### src/rtl/lc3_pkg.sv
// ----------------------------------------------------------------------------
// lc3_pkg
// Shared types, codes and a helper function of the LC-3 instruction step block.
// ----------------------------------------------------------------------------
package lc3_pkg;

	// Memory geometry.
	localparam int MEM_ADDR_BITS = 16;
	localparam int MEM_WORDS     = 1 << MEM_ADDR_BITS;

	// Configuration port.
	localparam int APB_ADDR_W  = 3;
	localparam logic [15:0] START_PC_RESET = 16'h3000;

	// Command codes.
	localparam logic [1:0] CMD_LOAD    = 2'd0;
	localparam logic [1:0] CMD_WRREG   = 2'd1;
	localparam logic [1:0] CMD_EXEC    = 2'd2;
	localparam logic [1:0] CMD_RESTART = 2'd3;

	// Opcodes.
	localparam logic [3:0] OP_BR   = 4'h0;
	localparam logic [3:0] OP_ADD  = 4'h1;
	localparam logic [3:0] OP_LD   = 4'h2;
	localparam logic [3:0] OP_ST   = 4'h3;
	localparam logic [3:0] OP_JSR  = 4'h4;
	localparam logic [3:0] OP_AND  = 4'h5;
	localparam logic [3:0] OP_LDR  = 4'h6;
	localparam logic [3:0] OP_STR  = 4'h7;
	localparam logic [3:0] OP_NOT  = 4'h9;
	localparam logic [3:0] OP_LDI  = 4'hA;
	localparam logic [3:0] OP_STI  = 4'hB;
	localparam logic [3:0] OP_JMP  = 4'hC;
	localparam logic [3:0] OP_LEA  = 4'hE;
	localparam logic [3:0] OP_TRAP = 4'hF;

	// Trap vectors served inside the block.
	localparam logic [7:0] TRAP_GETC = 8'h20;
	localparam logic [7:0] TRAP_OUT  = 8'h21;
	localparam logic [7:0] TRAP_HALT = 8'h25;

	// Condition codes.
	localparam logic [2:0] CC_POS = 3'b001;
	localparam logic [2:0] CC_ZERO = 3'b010;
	localparam logic [2:0] CC_NEG = 3'b100;

	typedef enum logic [2:0] {
		ST_IDLE,
		ST_FETCH,
		ST_IND,
		ST_DATA,
		ST_CHECK
	} state_t;

	// One request to the single memory port.
	typedef struct packed {
		logic                     we;
		logic [MEM_ADDR_BITS-1:0] addr;
		logic [15:0]              wdata;
	} mem_req_t;

	// Condition code of a result word.
	function automatic logic [2:0] cc_of(input logic [15:0] v);
		logic [2:0] c;
		if (v == 16'h0000) begin
			c = CC_ZERO;
		end else if (v[15]) begin
			c = CC_NEG;
		end else begin
			c = CC_POS;
		end
		return c;
	endfunction

endpackage

### src/rtl/lc3_if.sv
// ----------------------------------------------------------------------------
// lc3_in_if / lc3_out_if
// Valid/ready channels for commands into and results out of the core.
// ----------------------------------------------------------------------------
interface lc3_in_if;
	logic        valid;
	logic        ready;
	logic [1:0]  cmd;
	logic [15:0] addr;
	logic [15:0] data;
	logic [2:0]  reg_index;
	logic [7:0]  char_in;

	modport source (output valid, cmd, addr, data, reg_index, char_in, input ready);
	modport sink   (input valid, cmd, addr, data, reg_index, char_in, output ready);
endinterface

interface lc3_out_if;
	logic        valid;
	logic        ready;
	logic [15:0] step_value;
	logic [15:0] pc_now;
	logic [2:0]  cond_code;
	logic [7:0]  out_char;
	logic        out_valid;
	logic [7:0]  trap_vector;

	modport source (output valid, step_value, pc_now, cond_code, out_char, out_valid,
		trap_vector, input ready);
	modport sink   (input valid, step_value, pc_now, cond_code, out_char, out_valid,
		trap_vector, output ready);
endinterface

### src/rtl/lc3_core.sv
// ----------------------------------------------------------------------------
// lc3_core
// Command sequencer: register file, PC, condition code and result register.
// ----------------------------------------------------------------------------
module lc3_core
	import lc3_pkg::*;
(
	input  logic          clk,
	input  logic          arst_n,
	input  logic          busy,
	input  logic [15:0]   start_pc,
	lc3_in_if.sink        req,
	lc3_out_if.source     rsp,
	output mem_req_t      mem_req,
	input  logic [15:0]   mem_rdata
);

	state_t      state_q, state_d;
	logic [15:0] pc_q, pc_d;
	logic [2:0]  cc_q, cc_d;
	logic [15:0] regs_q [8];
	logic [15:0] inst_q;
	logic [7:0]  char_q;

	logic        reg_we;
	logic [2:0]  reg_wa;
	logic [15:0] reg_wd;
	logic        reg7_we;
	logic [15:0] reg7_wd;

	logic        ov_q;
	logic [15:0] step_q, pcnow_q;
	logic [2:0]  ccnow_q;
	logic [7:0]  och_q, tv_q;
	logic        ovld_q;

	logic        push;
	logic [15:0] push_step;
	logic [7:0]  push_och, push_tv;
	logic        push_ovld;
	logic        out_free;
	logic        accept;

	logic [15:0] inst;
	logic [3:0]  op;
	logic [2:0]  dr, sr1;
	logic [15:0] off9, off6, off11, imm5, pc1, opb, res;

	assign out_free  = !ov_q || rsp.ready;
	assign req.ready = (state_q == ST_IDLE) && !busy && out_free;
	assign accept    = req.valid && req.ready;

	// Instruction fields; the fetched word is live in the fetch state only.
	assign inst  = (state_q == ST_FETCH) ? mem_rdata : inst_q;
	assign op    = inst[15:12];
	assign dr    = inst[11:9];
	assign sr1   = inst[8:6];
	assign off9  = {{7{inst[8]}}, inst[8:0]};
	assign off6  = {{10{inst[5]}}, inst[5:0]};
	assign off11 = {{5{inst[10]}}, inst[10:0]};
	assign imm5  = {{11{inst[4]}}, inst[4:0]};
	assign pc1   = pc_q + 16'd1;
	assign opb   = inst[5] ? imm5 : regs_q[inst[2:0]];

	// Next state, register updates, memory requests and the result.
	always_comb begin
		state_d   = state_q;
		pc_d      = pc_q;
		cc_d      = cc_q;
		reg_we    = 1'b0;
		reg_wa    = dr;
		reg_wd    = 16'h0000;
		reg7_we   = 1'b0;
		reg7_wd   = pc1;
		mem_req   = '{we: 1'b0, addr: pc_q[MEM_ADDR_BITS-1:0], wdata: 16'h0000};
		push      = 1'b0;
		push_step = 16'h0000;
		push_och  = 8'h00;
		push_tv   = 8'h00;
		push_ovld = 1'b0;
		res       = 16'h0000;
		case (state_q)
			ST_IDLE: begin
				if (accept) begin
					case (req.cmd)
						CMD_LOAD: begin
							mem_req = '{we: 1'b1, addr: req.addr[MEM_ADDR_BITS-1:0],
								wdata: req.data};
							push = 1'b1;
						end
						CMD_WRREG: begin
							reg_we = 1'b1;
							reg_wa = req.reg_index;
							reg_wd = req.data;
							push   = 1'b1;
						end
						CMD_RESTART: begin
							pc_d = start_pc;
							push = 1'b1;
						end
						default: begin
							state_d = ST_FETCH;
						end
					endcase
				end
			end
			ST_FETCH: begin
				pc_d    = pc1;
				state_d = ST_IDLE;
				push    = 1'b1;
				case (op)
					OP_ADD, OP_AND: begin
						res    = (op == OP_ADD) ? regs_q[sr1] + opb : regs_q[sr1] & opb;
						reg_we = 1'b1;
						reg_wd = res;
						cc_d   = cc_of(res);
					end
					OP_NOT: begin
						res    = ~regs_q[sr1];
						reg_we = 1'b1;
						reg_wd = res;
						cc_d   = cc_of(res);
					end
					OP_BR: begin
						if ((dr & cc_q) != 3'b000) begin
							pc_d = pc1 + off9;
						end
					end
					OP_JMP: begin
						pc_d = regs_q[sr1];
					end
					OP_JSR: begin
						pc_d    = inst[11] ? pc1 + off11 : regs_q[sr1];
						reg7_we = 1'b1;
					end
					OP_LEA: begin
						reg_we = 1'b1;
						reg_wd = pc1 + off9;
					end
					OP_LD, OP_LDI, OP_STI: begin
						res     = pc1 + off9;
						mem_req = '{we: 1'b0, addr: res[MEM_ADDR_BITS-1:0], wdata: 16'h0000};
						state_d = (op == OP_LD) ? ST_DATA : ST_IND;
						push    = 1'b0;
					end
					OP_LDR: begin
						res     = regs_q[sr1] + off6;
						mem_req = '{we: 1'b0, addr: res[MEM_ADDR_BITS-1:0], wdata: 16'h0000};
						state_d = ST_DATA;
						push    = 1'b0;
					end
					OP_ST, OP_STR: begin
						res     = (op == OP_ST) ? pc1 + off9 : regs_q[sr1] + off6;
						mem_req = '{we: 1'b1, addr: res[MEM_ADDR_BITS-1:0], wdata: regs_q[dr]};
					end
					OP_TRAP: begin
						push_tv = inst[7:0];
						if (inst[7:0] == TRAP_HALT) begin
							pc_d = 16'h0000;
						end else if (inst[7:0] == TRAP_GETC) begin
							reg_we = 1'b1;
							reg_wa = 3'd0;
							reg_wd = {8'h00, char_q};
						end else if (inst[7:0] == TRAP_OUT) begin
							push_och  = regs_q[0][7:0];
							push_ovld = 1'b1;
						end
					end
					default: begin
					end
				endcase
				// A zero word needs a look at the following word.
				if (inst == 16'h0000) begin
					mem_req = '{we: 1'b0, addr: pc1[MEM_ADDR_BITS-1:0], wdata: 16'h0000};
					state_d = ST_CHECK;
					push    = 1'b0;
				end
				push_step = (op == OP_TRAP) ? 16'h0000 : pc_d;
			end
			ST_IND: begin
				if (inst_q[15:12] == OP_LDI) begin
					mem_req = '{we: 1'b0, addr: mem_rdata[MEM_ADDR_BITS-1:0], wdata: 16'h0000};
					state_d = ST_DATA;
				end else begin
					mem_req = '{we: 1'b1, addr: mem_rdata[MEM_ADDR_BITS-1:0],
						wdata: regs_q[dr]};
					state_d   = ST_IDLE;
					push      = 1'b1;
					push_step = pc_q;
				end
			end
			ST_DATA: begin
				reg_we    = 1'b1;
				reg_wd    = mem_rdata;
				cc_d      = cc_of(mem_rdata);
				state_d   = ST_IDLE;
				push      = 1'b1;
				push_step = pc_q;
			end
			ST_CHECK: begin
				state_d   = ST_IDLE;
				push      = 1'b1;
				push_step = (mem_rdata == 16'h0000) ? 16'h0000 : pc_q;
			end
			default: begin
				state_d = ST_IDLE;
			end
		endcase
	end

	// Control state.
	always_ff @(posedge clk or negedge arst_n) begin
		if (!arst_n) begin
			state_q <= ST_IDLE;
			pc_q    <= START_PC_RESET;
			cc_q    <= 3'b000;
			ov_q    <= 1'b0;
			for (int i = 0; i < 8; i++) begin
				regs_q[i] <= 16'h0000;
			end
		end else begin
			state_q <= state_d;
			pc_q    <= pc_d;
			cc_q    <= cc_d;
			ov_q    <= push || (ov_q && !rsp.ready);
			if (reg7_we) begin
				regs_q[7] <= reg7_wd;
			end
			if (reg_we) begin
				regs_q[reg_wa] <= reg_wd;
			end
		end
	end

	// Instruction, keyboard character and result payload.
	always_ff @(posedge clk) begin
		if (accept) begin
			char_q <= req.char_in;
		end
		if (state_q == ST_FETCH) begin
			inst_q <= mem_rdata;
		end
		if (push) begin
			step_q  <= push_step;
			pcnow_q <= pc_d;
			ccnow_q <= cc_d;
			och_q   <= push_och;
			ovld_q  <= push_ovld;
			tv_q    <= push_tv;
		end
	end

	assign rsp.valid       = ov_q;
	assign rsp.step_value  = step_q;
	assign rsp.pc_now      = pcnow_q;
	assign rsp.cond_code   = ccnow_q;
	assign rsp.out_char    = och_q;
	assign rsp.out_valid   = ovld_q;
	assign rsp.trap_vector = tv_q;

endmodule

### src/flat_wrapper.sv
// flat-port wrapper written by rule: the top's interface ports become plain ports
module lc3_core_flat import lc3_pkg::*;
  (clk, arst_n, busy, start_pc, mem_req, mem_rdata, req_valid, req_cmd, req_addr, req_data, req_reg_index, req_char_in, req_ready, rsp_valid, rsp_step_value, rsp_pc_now, rsp_cond_code, rsp_out_char, rsp_out_valid, rsp_trap_vector, rsp_ready);
  lc3_in_if req_i ();
  lc3_out_if rsp_i ();
  input  logic clk;
  input  logic arst_n;
  input  logic busy;
  input  logic [15:0] start_pc;
  output mem_req_t mem_req;
  input  logic [15:0] mem_rdata;
  input wire logic [$bits(req_i.valid)-1:0] req_valid;
  input wire logic [$bits(req_i.cmd)-1:0] req_cmd;
  input wire logic [$bits(req_i.addr)-1:0] req_addr;
  input wire logic [$bits(req_i.data)-1:0] req_data;
  input wire logic [$bits(req_i.reg_index)-1:0] req_reg_index;
  input wire logic [$bits(req_i.char_in)-1:0] req_char_in;
  output wire logic [$bits(req_i.ready)-1:0] req_ready;
  output wire logic [$bits(rsp_i.valid)-1:0] rsp_valid;
  output wire logic [$bits(rsp_i.step_value)-1:0] rsp_step_value;
  output wire logic [$bits(rsp_i.pc_now)-1:0] rsp_pc_now;
  output wire logic [$bits(rsp_i.cond_code)-1:0] rsp_cond_code;
  output wire logic [$bits(rsp_i.out_char)-1:0] rsp_out_char;
  output wire logic [$bits(rsp_i.out_valid)-1:0] rsp_out_valid;
  output wire logic [$bits(rsp_i.trap_vector)-1:0] rsp_trap_vector;
  input wire logic [$bits(rsp_i.ready)-1:0] rsp_ready;
  assign req_i.valid = req_valid;
  assign req_i.cmd = req_cmd;
  assign req_i.addr = req_addr;
  assign req_i.data = req_data;
  assign req_i.reg_index = req_reg_index;
  assign req_i.char_in = req_char_in;
  assign req_ready = req_i.ready;
  assign rsp_valid = rsp_i.valid;
  assign rsp_step_value = rsp_i.step_value;
  assign rsp_pc_now = rsp_i.pc_now;
  assign rsp_cond_code = rsp_i.cond_code;
  assign rsp_out_char = rsp_i.out_char;
  assign rsp_out_valid = rsp_i.out_valid;
  assign rsp_trap_vector = rsp_i.trap_vector;
  assign rsp_i.ready = rsp_ready;
  lc3_core u_core (.clk(clk), .arst_n(arst_n), .busy(busy), .start_pc(start_pc), .req(req_i), .rsp(rsp_i), .mem_req(mem_req), .mem_rdata(mem_rdata));
endmodule
### config.mk
export PLATFORM = sky130hd
export DESIGN_NAME = lc3_core_flat
export DESIGN_NICKNAME = d
export VERILOG_FILES = /design/src/rtl/lc3_pkg.sv /design/src/rtl/lc3_if.sv /design/src/rtl/lc3_core.sv /design/src/flat_wrapper.sv
export SDC_FILE = /design/constraint.sdc
export NUM_CORES = 1
export LEC_CHECK = 0
export BUFFER_PORTS_ARGS = -buffer_cell sky130_fd_sc_hd__buf_2
export CAP_MARGIN = 10
export CORE_ASPECT_RATIO = 1.25
export CORE_MARGIN = 2
export CORE_UTILIZATION = 45
export DETAILED_ROUTE_END_ITERATION = 6
export GPL_TIMING_DRIVEN = 0
export SYNTH_ARGS = -nofsm -noshare
export SYNTH_HDL_FRONTEND = slang
export SYNTH_SLANG_ARGS = --single-unit
### constraint.sdc
create_clock -name clk -period 15.8 [get_ports clk]
set_clock_uncertainty 0.1 [all_clocks]
set_input_delay 1.58 -clock clk [delete_from_list [all_inputs] [get_ports clk]]
set_output_delay 1.58 -clock clk [all_outputs]
set_load 0.05 [all_outputs]
Word-level counts from Yosys, hierarchy flattened
Cells that the tools add are included.
{ "totals": {"regBits": 227, "latch_bits": 0, "mem_bits_rw": 0, "romBits": 0, "in_bits": 82, "output_inout_bits": 87, "wordCells": 171, "n_memories": 0} }
{ "classes": {"addsub": 5, "mul": 0, "div_mod_pow": 0, "order_cmp": 5, "eq_ne": 25, "shift": 0, "n_mux": 77, "n_bitwise": 10, "n_reduce_logical": 29} }
{ "op_table": {"columns": ["cell", "count"], "rows": [
  ["$mux W16", 24],
  ["$pmux W33 S3", 2],
  ["$pmux W16 S4", 3],
  ["$bmux W16 S3", 3],
  ["$mux W33", 4],
  ["$bwmux W128", 1],
  ["$add A16 B16 Y16", 4],
  ["$logic_not A16 Y1", 4],
  ["$demux W16 S3", 1],
  ["$pmux W16 S3", 1],
  ["$mux W3", 14],
  ["$pmux W16 S2", 1],
  ["$eq A4 B4 Y1 const B", 7],
  ["$eq A8 B6 Y1 const B", 3],
  ["$pmux W3 S2", 4],
  ["$add A16 B1 Y16 const B", 1],
  ["$and A16 B16 Y16", 1],
  ["$eq A4 B3 Y1 const B", 4],
  ["$ge A4 B4 Y1 const B", 4],
  ["$not A16 Y16", 1],
  ["$not A3 Y4", 4],
  ["$mux W1", 13],
  ["$reduce_or A4 Y1", 3],
  ["$pmux W3 S3", 1],
  ["28 further kinds", 43]
]} }

Longest topological paths before layout
{ "logic_depth": {"ltp_word": 14, "depth_mapped": 21, "mapped_depth_nobuf": 19} }

Worst setup path after synthesis
No wires, ideal clock.
{ "synth_path": {"path_kind": "input to output", "from": "in mem_rdata[8]", "to": "out mem_req[25] in the netlist's numbering", "arrival_time_ps": 6057, "required_time_ps": 14120, "slack_ps": 8063, "stages": 17, "path_buffers": 2, "cell_sequence": "mux2i_1 > buf_2 > buf_4 > mux2_2 > o22ai_1 > a221o_1 > inv_1 > ha_1 > a21oi_1 > o211ai_1 > o211ai_1 > nor2b_1 > o21a_1 > nor2_1 > xnor2_1 > nor2_1 > o311ai_0"} }
{ "synth_lines": {"columns": ["item", "line", "source"], "rows": [
  ["start: declaration", "flat_wrapper.sv:11", "input logic [15:0] mem_rdata;"],
  ["end: declaration", "flat_wrapper.sv:10", "output mem_req_t mem_req;"]
]} }

==> flow_metrics.tcl <==
set metrics [dict create \
    antenna_found_initial 2 \
    synth_area_leader_cell "dfrtp_1" \
    violations "DRC" \
    start_util_pct 45.4 \
    setup_viol 0 \
    grtUsageTotal_pct 39.0 \
    hp-class "flip-flop to flip-flop" \
    synthTopCellsByArea "dfrtp_1 (22%), mux2_2 (11%), edfxtp_1 (10%)" \
    cts_setup_buffers 0 \
    post-route-period-util_pct 56.7 \
    maxSlewHeadroom_pct 13.2 \
    cp.arrival_ns 7.28 \
    netlist_area_mm2 0.0173 \
    area_growth_pct 14.2 \
    status "finished, violations left" \
    ant_nets 0 \
    core_area_mm2 0.0380 \
    grt_overflow 0 \
    gp_congestion 1.03 \
    cts_max_level 1 \
    seq_area_frac_synth_pct 34.2 \
    worst-setup-path-type "input port to output pin" \
    synth_nets 1978 \
    final-hold-violation-count 0 \
    peakVddDrop_mv 0.0901 \
    avgSynthCellArea_um2 9.38 \
    path_buf_inv 4 \
    dieArea_mm2 0.0399 \
    tritoncts "done" \
    vias 16900 \
    avgRoutedWirePerCell_um 30.7 \
    maxCapViolations 0 \
    drc 1 \
    clkSinkCount 227 \
    synth_top_cell_area_share_pct 21.6 \
    fp.dieH_um 223 \
    critPathMaxStageDelay_ns 1.03 \
    io_pins 169 \
    ys_async_sr_fraction_pct 66.5 \
    core.rowCount 80 \
    grt_pass1_vias 17000 \
    post_cts_resized 0 \
    clock_latency_ns 0.58 \
    nets 2180 \
    synth_edf_count 60 \
    die_width_um 179 \
    vias_per_cell 6.63 \
    p_leak_nw 8.53 \
    fin_crit_ns 8.96 \
    drt_pass1_iterations 7 \
    power.density_mw_per_mm2 175 \
    grt_start_max_net_pins 104 \
    startpoint_type "input port" \
    cts_max_path_buffers 3 \
    max_freq_mhz 112 \
    routed_wl_um 78400 \
    crit_family "buffers and inverters" \
    end_kind "output pin" \
    grt_pass1_wl_um 113000 \
    pre_cts_ws_ns 7.13 \
    fin_tns_setup_ns 0 \
    cts_buffers 26 \
    synth_cells 1840 \
    rsz0062_at_grt "false" \
    synth_ff_type "dfrtp_1" \
    holdBufCountCts 0 \
    worstPathRequired_ns 14.12 \
    worst_slew_pin_slew_ns 1.30 \
    ys_ff_latch 227 \
    cpMaxStageDelayCell "buf_1" \
    fin_ws_ns 6.84 \
    clk_pin_slew_worst_paths_ns 0.06 \
    cts_root_buf "clkbuf_16" \
    path_max_fanout 13 \
    drtIter0Drc 1889 \
    crit_path_cell_trace "buf_2, mux2_2, buf_1, buf_1, ha_1, a211oi_1, nor2_1, a211oi_1, nand2b_1, xor2_1, o22ai_1, o311ai_0, buf_2" \
    final_max_slew_viol_count 0 \
    dpl.hpwl_um 60200 \
    drive_gt1_share_pct 22.4 \
    yosysWarnings 0 \
    yosys.cell_types.count 94 \
    portBuffers 167 \
]
==> metrics by stage <==
stage | cell area (um2) | total power, mW | hold slack, ns | util (%) | std cells
finish | 19700 | 3.44 | 0.441 | 51.8 | 2555
global route | 19700 | 3.58 | 0.468 | 51.8 | 2554
CTS | 19700 | 3.40 | 0.446 | 51.7 | 2552
detailed placement | 18800 | 2.77 | 0.433 | 49.5 | 2504
global placement | 18700 | 2.76 | 0.439 | 49.2 | 2499
floorplan | 17300 | 2.08 | 0.403 | - | 1840
==> cells in the final DEF (no fill, tap or decap), types with 28 or more instances in the layout <==
master,netlist,layout
dfrtp_1,149,149
a22oi_1,28,28
inv_1,51,51
mux2i_1,114,113
nand3_1,55,55
o21ai_0,103,103
ha_1,53,53
a21oi_1,73,73
nand2_1,247,247
edfxtp_1,60,60
xnor2_1,29,29
nor2_1,102,102
clkbuf_1,70,79
buf_2,5,172
mux2_2,161,161
==> registers in the layout, summed over array words and instances, names as in the netlist <==
| signal | flops |
|---|---|
| u_core.rsp.trap_vector | 8 |
| u_core.rsp.cond_code | 3 |
| u_core.char_q | 8 |
| u_core.rsp.step_value | 16 |
| u_core.cc_q | 3 |
| u_core.rsp.out_valid | 1 |
| u_core.regs_q | 128 |
| u_core.rsp.valid | 1 |
| u_core.state_q | 3 |
| u_core.rsp.pc_now | 16 |
| u_core.pc_q | 16 |
| u_core.inst_q | 16 |
| u_core.rsp.out_char | 8 |
==> layout make-up <==
class	count	area [um2]
Clock inverter	10	119
Antenna cell	1	2.50
Buffer	108	494
Inverter	59	221
Multi-Input combinational cell	1446	10700
Sequential cell	227	5900
Fill cell	3694	18300
Timing Repair Buffer	174	952
Tap cell	492	616
Clock buffer	38	726
==> logic make-up after synthesis <==
kind of cell	Yosys count	share of synthesized area, %
buffers and inverters	167	4.15
adder cells (fa/ha/maj)	56	4.19
multiplexers	305	20.4
AND/OR/NAND/NOR	563	15.4
flip-flops	227	34.2
AO/OA/AOI/OAI	471	19.1
XOR/XNOR	51	2.59
==> Yosys cell counts (all sizes together), types with 16 or more instances <==
cell type / instances
nand2: 247
mux2: 171
dfrtp: 149
mux2i: 118
nor2: 108
o21ai: 107
a21oi: 73
clkbuf: 70
edfxtp: 60
inv: 57
nand3: 55
ha: 53
buf: 38
xnor2: 29
a22oi: 28
a31oi: 27
o22ai: 26
and3: 25
nor3: 25
and2: 24
xor2: 22
a221o: 20
a21o: 18
a22o: 18
o211ai: 17
a222oi: 16
a311oi: 16
dfxtp: 16
mux4: 16
o221ai: 16
==> per-layer routing <==
metal / global-route usage [%] / wire length [um] / up-vias
li1: - / - / 7352
met1: 46.2 / 29500 / 8348
met2: 64.6 / 37200 / 933
met3: 5.54 / 5420 / 307
met4: 27.1 / 6330 / 0
met5: 0 / 0 / -
==> final timing paths <==
path	startpoint	cells past startpoint	endpoint	slack, ns
min in group asynchronous	arst_n	1	u_core.regs_q[81]	0.81
min	u_core.regs_q[120]	1	u_core.regs_q[120]	0.44
max	mem_rdata[1]	13	mem_req[25]	6.84
min reg2reg	u_core.regs_q[120]	1	u_core.regs_q[120]	0.44
max reg2reg	u_core.state_q[1]	21	u_core.rsp.cond_code[0]	7.97
max in group asynchronous	arst_n	2	u_core.regs_q[13]	13.86
==> where the power goes <==
part	leakage (nW)	internal, mW	total [mW]	switching, mW
Clock	0.404	0.352	0.615	0.263
Combinational	5.35	0.663	2.10	1.43
Sequential	2.77	0.673	0.731	0.0588
==> worst register-to-register path, delay by kind of cell, from the launching register on <==
family	cells	cell delay, ns
AO/OA/AOI/OAI	7	1.79
buffers and inverters	4	2.33
adder cells (fa/ha/maj)	1	0.36
multiplexers	1	0.36
AND/OR/NAND/NOR	8	2.15
flip-flops	1	0.51
Note: power is estimated with default switching activity, not from simulation.
